--- src/rtl/core/glw_pkg.sv ---
`timescale 1ns / 1ps

package glw_pkg;

   localparam int MAX_ORDER = 64;
   localparam int ORDER_W   = 7;
   localparam int ORDER_MIN = 2;
   localparam logic [ORDER_W-1:0] ORDER_RESET = ORDER_W'(2);

   localparam int NODE_W    = 48;
   localparam int NODE_FRAC = 46;
   localparam int WEIGHT_W  = 48;

   localparam int K_W    = $clog2(MAX_ORDER + 1);
   localparam int FRAC_W = 44;
   localparam int XMAG_W = 44;
   localparam int QMAG_W = 51;
   localparam int DMAG_W = 45;
   localparam int NQ_W   = K_W + QMAG_W;

   localparam int WORD_W = 64;
   localparam int HALF_W = WORD_W / 2;
   localparam int PROD_W = 2 * WORD_W;

   localparam int DIV_STEPS = WEIGHT_W;
   localparam int DIV_CNT_W = $clog2(DIV_STEPS);
   localparam int NUM_SHIFT = 43;

   localparam logic [WORD_W-1:0] ONE_Q  = WORD_W'(1) << FRAC_W;
   localparam logic [QMAG_W-1:0] QCLAMP = QMAG_W'(1) << (QMAG_W - 1);

   localparam logic STATUS_OK    = 1'b0;
   localparam logic STATUS_RANGE = 1'b1;

   typedef enum logic [4:0] {
      ST_IDLE,
      ST_STEP,
      ST_STEP_MUL,
      ST_STEP_T1,
      ST_STEP_T2,
      ST_RCP,
      ST_RCP_MUL,
      ST_FIX1,
      ST_FIX2,
      ST_FIN_XP,
      ST_FIN_XP_MUL,
      ST_FIN_Q,
      ST_FIN_XX,
      ST_FIN_XX_MUL,
      ST_FIN_D,
      ST_FIN_NQ,
      ST_FIN_SQ,
      ST_FIN_SQ_MUL,
      ST_FIN_CHK,
      ST_DIV_WAIT
   } glw_state_type;

endpackage

--- src/rtl/core/glw_mul.sv ---
`timescale 1ns / 1ps

module glw_mul import glw_pkg::*; (
   input  logic              clock,
   input  logic              reset,
   input  logic              start,
   input  logic [WORD_W-1:0] a,
   input  logic [WORD_W-1:0] b,
   output logic              done,
   output logic [PROD_W-1:0] product
);

   localparam int SH_W = $clog2(PROD_W);

   logic [WORD_W-1:0] a_ff, a_in, b_ff, b_in;
   logic [PROD_W-1:0] acc_ff, acc_in;
   logic [1:0]        cnt_ff, cnt_in;
   logic              busy_ff, busy_in, done_ff, done_in;

   logic [HALF_W-1:0] a_half, b_half;
   logic [WORD_W-1:0] pp;
   logic [1:0]        psum;
   logic [SH_W-1:0]   shamt;

   assign a_half = cnt_ff[1] ? a_ff[WORD_W-1:HALF_W] : a_ff[HALF_W-1:0];
   assign b_half = cnt_ff[0] ? b_ff[WORD_W-1:HALF_W] : b_ff[HALF_W-1:0];
   assign pp     = a_half * b_half;
   assign psum   = {1'b0, cnt_ff[1]} + {1'b0, cnt_ff[0]};
   assign shamt  = SH_W'(psum) << $clog2(HALF_W);

   always_comb begin
      a_in    = a_ff;
      b_in    = b_ff;
      acc_in  = acc_ff;
      cnt_in  = cnt_ff;
      busy_in = busy_ff;
      done_in = 1'b0;
      if (start) begin
         a_in    = a;
         b_in    = b;
         acc_in  = '0;
         cnt_in  = '0;
         busy_in = 1'b1;
      end else if (busy_ff) begin
         acc_in = acc_ff + (PROD_W'(pp) << shamt);
         cnt_in = cnt_ff + 2'd1;
         if (cnt_ff == 2'd3) begin
            busy_in = 1'b0;
            done_in = 1'b1;
         end
      end
   end

   always_ff @(posedge clock) begin
      if (reset) begin
         busy_ff <= 1'b0;
         done_ff <= 1'b0;
      end else begin
         busy_ff <= busy_in;
         done_ff <= done_in;
      end
   end

   always_ff @(posedge clock) begin
      a_ff   <= a_in;
      b_ff   <= b_in;
      acc_ff <= acc_in;
      cnt_ff <= cnt_in;
   end

   assign done    = done_ff;
   assign product = acc_ff;

endmodule

--- config.mk ---
export PLATFORM = sky130hd
export DESIGN_NAME = glw_mul
export DESIGN_NICKNAME = d
export VERILOG_FILES = /design/src/rtl/core/glw_pkg.sv /design/src/rtl/core/glw_mul.sv
export SDC_FILE = /design/constraint.sdc
export NUM_CORES = 2
export LEC_CHECK = 0
export CORE_MARGIN = 2
export CORE_UTILIZATION = 55
export CTS_CLUSTER_DIAMETER = 50
export DETAILED_ROUTE_END_ITERATION = 10
export DONT_BUFFER_PORTS = 1
export GPL_TIMING_DRIVEN = 0
export PLACE_DENSITY = 0.78
export SYNTH_ARGS = -nofsm -noshare
export SYNTH_HDL_FRONTEND = slang
export SYNTH_SLANG_ARGS = --single-unit
--- constraint.sdc ---
create_clock -name clock -period 10.5 [get_ports clock]
set_clock_uncertainty 0.15 [all_clocks]
set_input_delay 2.1 -clock clock [delete_from_list [all_inputs] [get_ports clock]]
set_output_delay 2.1 -clock clock [all_outputs]
set_load 0.01 [all_outputs]
# --- Yosys cells after proc, flatten, opt, wreduce, memory -nomap -nowiden ---
# Index checks and enable logic that the tools add are counted.
totals:
  ff_bits: 260
  inputBits: 131
  output_inout_bits: 129
  word_cells: 20
classes:
  addsub: 3
  mul: 1
  n_eq_ne: 1
  n_shift: 1
  n_mux: 6
  bitwise: 1
  n_reduce_logical: 1
op_table:
  columns: ["cell", "count"]
  rows:
  - ["$add A128 B128 Y128", 1]
  - ["$shl A64 B7 Y128", 1]
  - ["$mul A32 B32 Y64", 1]
  - ["$mux W32", 2]
  - ["$mux W1", 4]
  - ["$reduce_or A3 Y1", 1]
  - ["$add A1 B1 Y2", 1]
  - ["$add A2 B1 Y2 const B", 1]
  - ["$eq A2 B2 Y1 const B", 1]
  - ["$not A1 Y1", 1]

# --- Depth between registers and ports, before layout ---
logic_depth:
  depth_word: 4
  ltp_mapped: 45
  mapped_depth_nobuf: 40

# --- Worst setup path before layout ---
# Ideal clock, no wire load.
synth_timing:
  kind: "flip-flop to flip-flop"
  start: "register cnt_ff[0]"
  end: "register acc_ff[122], in the netlist product[122]"
  setup_ns: 0.117
  arrival_time_ns: 11.111
  t_required_ns: 10.233
  path_slack_ns: -0.879
  stages_incl_launch_ff: 41
  path_buffers: 5
  period_less_slack_ns: 11.379
  path_cell_list: "dfxtp_1 -> clkbuf_1 -> buf_1 -> buf_1 -> mux2i_1 -> clkbuf_1 -> nor2_1 -> fa_1 -> inv_1 -> fa_1 -> inv_1 -> fa_1 -> fa_1 -> fa_1 -> fa_1 -> fa_1 -> fa_1 -> ha_1 -> [... 5 more ...] -> or2_2 -> a21oi_1 -> o21ai_0 -> xor2_1 -> mux2_2 -> and2_1 -> ha_1 -> a21oi_1 -> o21ai_1 -> a31oi_1 -> o21ai_1 -> a221o_1 -> a211o_1 -> o211a_1 -> o31ai_2 -> a211oi_1 -> or3_1 -> a32o_1"
synth_via:
  elab_chain_cells: 4
  elab_cells_between_ends: 5
  classes_between: "2 x add/sub; 1 x mul; 1 x shift; 1 x mux"
synth_rtl:
  columns: ["element", "line", "source"]
  rows:
  - ["start, declared", "glw_mul.sv:17", "logic [1:0] cnt_ff, cnt_in;"]
  - ["start signal, assigned", "glw_mul.sv:68", "cnt_ff <= cnt_in;"]
  - ["$mux W32", "glw_mul.sv:26", "assign b_half = cnt_ff[0] ? b_ff[WORD_W-1:HALF_W] : b_ff[HALF_W-1:0];"]
  - ["$mul A32 B32 Y64", "glw_mul.sv:27", "assign pp = a_half * b_half;"]
  - ["$shl A64 B7 Y128 (*)", "glw_mul.sv:45", "acc_in = acc_ff + (PROD_W'(pp) << shamt);"]
  - ["$add A128 B128 Y128 (*)", "glw_mul.sv:45", null]
  - ["end signal, assigned", "glw_mul.sv:67", "acc_ff <= acc_in;"]
  - ["end, declared", "glw_mul.sv:16", "logic [PROD_W-1:0] acc_ff, acc_in;"]
# Mark *: on every way between the ends. The rest lies on a longest branch, timed or not.
# A chain may end at the register's enable or synchronous reset.

# --- Worst setup path in the final report ---
layout_timing:
  start: "register cnt_ff[0]"
  end: "register acc_ff[121], in the netlist product[121]"
# Same word-level chain as after synthesis.

==> report_table.html <==
<table>
<tr><th>Metric</th><th>Value</th></tr>
<tr><th colspan="2">Status</th></tr>
<tr><td>Outcome</td><td>finished with violations</td></tr>
<tr><td>Violations in the final reports</td><td>setup timing</td></tr>
<tr><th colspan="2">Critical path</th></tr>
<tr><td>Required time of the critical path</td><td>10.91 ns</td></tr>
<tr><td>Maximum net fanout on the critical path</td><td>8</td></tr>
<tr><td>R2r startpoint</td><td>cnt_ff[0]</td></tr>
<tr><td>Number of cells on the worst reg-to-reg path</td><td>45</td></tr>
<tr><td>Worst-case register-to-register setup slack</td><td>-1.27 ns</td></tr>
<tr><td>Origin of the worst setup path</td><td>cnt_ff[0]</td></tr>
<tr><td>Critical path endpoint category</td><td>register</td></tr>
<tr><td>Slowest CP cell</td><td>sky130_fd_sc_hd__fa_1</td></tr>
<tr><td>Setup CP Type</td><td>reg -&gt; reg</td></tr>
<tr><td>Longest individual stage delay on the worst path</td><td>0.57 ns</td></tr>
<tr><td>Most common cell type on the critical path</td><td>sky130_fd_sc_hd__fa_1</td></tr>
<tr><td>Startpoint type of the worst setup path</td><td>register</td></tr>
<tr><td>Capturing element of the worst setup path</td><td>product[121]</td></tr>
<tr><td>Arrival time at the worst endpoint</td><td>12.18 ns</td></tr>
<tr><td>Terminus of the critical flop-to-flop path</td><td>product[121]</td></tr>
<tr><th colspan="2">Clock network</th></tr>
<tr><td>Number of H-tree levels</td><td>2</td></tr>
<tr><td>Root cell of the clock tree</td><td>sky130_fd_sc_hd__clkbuf_16</td></tr>
<tr><td>Clk_lat worst skew</td><td>0.67 ns</td></tr>
<tr><td>Maximum count of clock buffers along a single path</td><td>3</td></tr>
<tr><td>TritonCTS clock tree</td><td>built</td></tr>
<tr><td>Total clock buffers created by CTS</td><td>46</td></tr>
<tr><td>Clock sink count</td><td>260</td></tr>
<tr><td>Clk slew on worst S/H paths</td><td>0.05 ns</td></tr>
<tr><th colspan="2">Global routing</th></tr>
<tr><td>First-pass GRT wire length</td><td>319000 um</td></tr>
<tr><td>Total Routing Usage GR</td><td>47.0%</td></tr>
<tr><td>Largest net degree at the start of global routing</td><td>131</td></tr>
<tr><td>Number of global-route vias before repair</td><td>47.6k</td></tr>
<tr><td>Initial antenna violation count</td><td>18</td></tr>
<tr><td>Total grt overflow</td><td>0</td></tr>
<tr><th colspan="2">Synth</th></tr>
<tr><td>Most used flip-flop cell after synthesis</td><td>sky130_fd_sc_hd__dfxtp_1</td></tr>
<tr><td>Simple-gate portion of the synthesized area</td><td>15.3%</td></tr>
<tr><td>Xor/xnor cell area share of the yosys netlist</td><td>3.08%</td></tr>
<tr><td>Fraction of the mapped netlist area in compound gates</td><td>10.6%</td></tr>
<tr><td>Yosys warning total</td><td>0</td></tr>
<tr><td>Combinational family with the most area after synthesis</td><td>adder cells</td></tr>
<tr><td>Post-synthesis async set-or-reset flop share</td><td>0%</td></tr>
<tr><td>Netlist Area Pre-Place</td><td>50800 um2</td></tr>
<tr><td>Gate count of the mapped netlist</td><td>5868</td></tr>
<tr><td>Multiplexer fraction of the synthesized cell area</td><td>4.36%</td></tr>
<tr><td>Number of distinct library cell variants in the gate-level netlist after synthesis</td><td>87</td></tr>
<tr><td>Register area share after synthesis</td><td>12.8%</td></tr>
<tr><td>Post-synth EDFFs</td><td>128</td></tr>
<tr><td>Number of storage elements in the synthesis netlist</td><td>260</td></tr>
<tr><td>Net count after synthesis</td><td>7287</td></tr>
<tr><td>Adder-cell area share of the yosys netlist</td><td>44.9%</td></tr>
<tr><td>Post-Syn Area per Cell</td><td>8.67 um2</td></tr>
<tr><th colspan="2">Detailed routing</th></tr>
<tr><td>Routed wire per std cell</td><td>30.3 um</td></tr>
<tr><td>First-pass detailed-route iteration total</td><td>8</td></tr>
<tr><td>Via-per-instance ratio</td><td>6.44</td></tr>
<tr><td>1st-iter DRT viols</td><td>5598</td></tr>
<tr><td>Total detailed-routing wirelength</td><td>227000 um</td></tr>
<tr><td>Vias after detailed routing</td><td>48.2k</td></tr>
<tr><td>Post-detailed-route count of antenna-violating nets</td><td>0</td></tr>
<tr><td>Count of unresolved DRC violations after routing</td><td>0</td></tr>
<tr><th colspan="2">Min path</th></tr>
<tr><td>Path class of the lowest-slack min-delay path</td><td>reg -&gt; reg</td></tr>
<tr><th colspan="2">Placed design</th></tr>
<tr><td>Gpl congestion</td><td>1.09</td></tr>
<tr><td>Worst slack, placed</td><td>-3.88 ns</td></tr>
<tr><td>Total half-perimeter wirelength after legalization and detailed placement</td><td>171000 um</td></tr>
<tr><td>Instance count after placement with tap cells included</td><td>7060</td></tr>
<tr><td>PortBufs</td><td>0</td></tr>
<tr><th colspan="2">STA</th></tr>
<tr><td>Remaining max-slew budget at the tightest pin</td><td>13.4%</td></tr>
<tr><td>Final cycle utilization of the critical path</td><td>112%</td></tr>
<tr><td>Final-report max-slew violation count</td><td>0</td></tr>
<tr><td>Final-report hold violation count</td><td>0</td></tr>
<tr><td>Clock period minus final worst setup slack</td><td>11.77 ns</td></tr>
<tr><td>RSZ-0062 raised after global routing</td><td>true</td></tr>
<tr><td>Worst setup margin</td><td>-1.27 ns</td></tr>
<tr><td>Transition at the pin with the smallest max-transition slack</td><td>1.30 ns</td></tr>
<tr><td>Final setup violating endpoints</td><td>86</td></tr>
<tr><td>Fin Setup TNS</td><td>-54.79 ns</td></tr>
<tr><td>Maximum frequency from static timing analysis</td><td>0.0850 GHz</td></tr>
<tr><th colspan="2">Cells and area</th></tr>
<tr><td>Area added between synthesis and finish</td><td>24.1%</td></tr>
<tr><td>Number of fillers in the final layout</td><td>6922</td></tr>
<tr><td>Final Instance Count excl. Fillers</td><td>7485</td></tr>
<tr><td>Leading cell types in the layout, fill and taps excluded</td><td>sky130_fd_sc_hd__inv_1 (892), sky130_fd_sc_hd__fa_1 (855), sky130_fd_sc_hd__nor2_1 (807)</td></tr>
<tr><td>Most frequent standard cell in the layout excluding fill and tap cells</td><td>sky130_fd_sc_hd__inv_1</td></tr>
<tr><td>Number of nets in the layout</td><td>7670</td></tr>
<tr><td>Final core utilization</td><td>68.8%</td></tr>
<tr><td>Layout cells sized above 1</td><td>20.4%</td></tr>
<tr><th colspan="2">Floorplanning</th></tr>
<tr><td>Starting density of the core</td><td>55.5%</td></tr>
<tr><td>I/O pins</td><td>260</td></tr>
<tr><td>Die extent in y</td><td>308 um</td></tr>
<tr><td>Area of the core</td><td>91700 um2</td></tr>
<tr><td>Die W</td><td>308 um</td></tr>
<tr><td>Number of placement rows</td><td>111</td></tr>
<tr><td>Floorplan die area</td><td>94900 um2</td></tr>
<tr><th colspan="2">Run</th></tr>
<tr><td>Number of maximum-capacitance constraint violations</td><td>0</td></tr>
</table>
==> metrics by stage <==
step | hold slack, ns | area [um2]
after global placement | 0.359 | 52600
final | 0.364 | 63100
after floorplan | 0.336 | 51200
after global routing | 0.400 | 63100
after detailed placement | 0.369 | 52700
after CTS | 0.378 | 60200
==> repair_timing <==
action	4_1_cts	5_1_grt
gates resized for setup	861	414
hold buffers	0	0
pin swaps	154	197
buffers inserted	228	142
endpoints found under the setup margin	110	103
cloned	10	0
==> cell families (layout without fill, tap and decap cells) <==
logic type	Yosys count	in the layout
other cells	0	12
fa+ha+maj	1288	1288
mux	213	213
compound gates	855	855
xor+xnor	179	179
flops	260	260
buf+inv	1207	1626
simple gates	1866	1866
==> routing by layer <==
layer,wire length (um),track usage [%],up-vias
li1,-,-,19500
met1,75700,56.0,23600
met2,91600,66.8,3839
met3,36900,21.9,1249
met4,22200,33.4,36
met5,317,0,-
==> cell usage after synthesis (23+ instances only) <==
| cell type | n | area share [%] |
|---|---|---|
| sky130_fd_sc_hd__dfxtp_1 | 132 | 5.2 |
| sky130_fd_sc_hd__o21a_1 | 26 | 0.38 |
| sky130_fd_sc_hd__fa_1 | 897 | 35 |
| sky130_fd_sc_hd__mux2i_1 | 145 | 2.9 |
| sky130_fd_sc_hd__and2_1 | 57 | 0.70 |
| sky130_fd_sc_hd__mux2_2 | 68 | 1.5 |
| sky130_fd_sc_hd__nor2_1 | 837 | 6.2 |
| sky130_fd_sc_hd__o21bai_1 | 51 | 0.75 |
| sky130_fd_sc_hd__o211ai_1 | 23 | 0.34 |
| sky130_fd_sc_hd__nor3_1 | 43 | 0.42 |
| sky130_fd_sc_hd__xor2_1 | 76 | 1.3 |
| sky130_fd_sc_hd__edfxtp_1 | 128 | 7.6 |
| sky130_fd_sc_hd__inv_1 | 902 | 6.7 |
| sky130_fd_sc_hd__ha_1 | 391 | 9.6 |
| sky130_fd_sc_hd__xnor2_1 | 103 | 1.8 |
| sky130_fd_sc_hd__a21o_1 | 85 | 1.3 |
| sky130_fd_sc_hd__a21oi_1 | 290 | 2.9 |
| sky130_fd_sc_hd__o21ai_0 | 168 | 1.7 |
| sky130_fd_sc_hd__nand4_1 | 75 | 0.92 |
| sky130_fd_sc_hd__o22ai_1 | 29 | 0.36 |
| sky130_fd_sc_hd__clkbuf_1 | 262 | 1.9 |
| sky130_fd_sc_hd__nand3_1 | 36 | 0.35 |
| sky130_fd_sc_hd__nand2_1 | 709 | 5.2 |
| sky130_fd_sc_hd__nand2b_1 | 24 | 0.30 |
==> worst min-delay path by stage <==
stage	start	end	slack, ns	cells after the start
after CTS	product[112]	product[112]	0.38	2
after detailed placement	product[112]	product[112]	0.37	2
final	product[107]	product[107]	0.36	2
after floorplan	product[79]	product[79]	0.34	2
after global placement	product[100]	product[100]	0.36	2
after global routing	product[111]	product[111]	0.40	2
==> critical path, delay by kind of cell (launching register included) <==
| kind | cells | cell delay (ns) |
|---|---|---|
| buffers and inverters | 12 | 1.67 |
| flip-flops | 1 | 0.35 |
| multiplexers | 1 | 0.27 |
| AO/OA/AOI/OAI | 14 | 2.45 |
| AND/OR/NAND/NOR | 7 | 1.74 |
| XOR/XNOR | 1 | 0.27 |
| adder cells (fa/ha/maj) | 10 | 4.75 |
==> cell type report <==
class	count	area [um2]	share of cell area [%]
Sequential cell	260	6490	10.3
Clock inverter	32	409	0.648
Antenna cell	12	30.0	0.0476
Inverter	903	3390	5.37
Buffer	257	2450	3.88
Clock buffer	52	1210	1.92
Timing Repair Buffer	382	3540	5.61
Multi-Input combinational cell	4401	44100	69.9
Tap cell	1186	1480	2.35
==> registers in the layout, summed over array words and instances, names as in the netlist <==
name     flops
busy_ff      1
cnt_ff       2
b_ff        64
product    128
a_ff        64
done         1
Power is left out: the tool's default activity adds up to more than one toggle a clock period on the data nets, which glitch-free logic cannot reach.
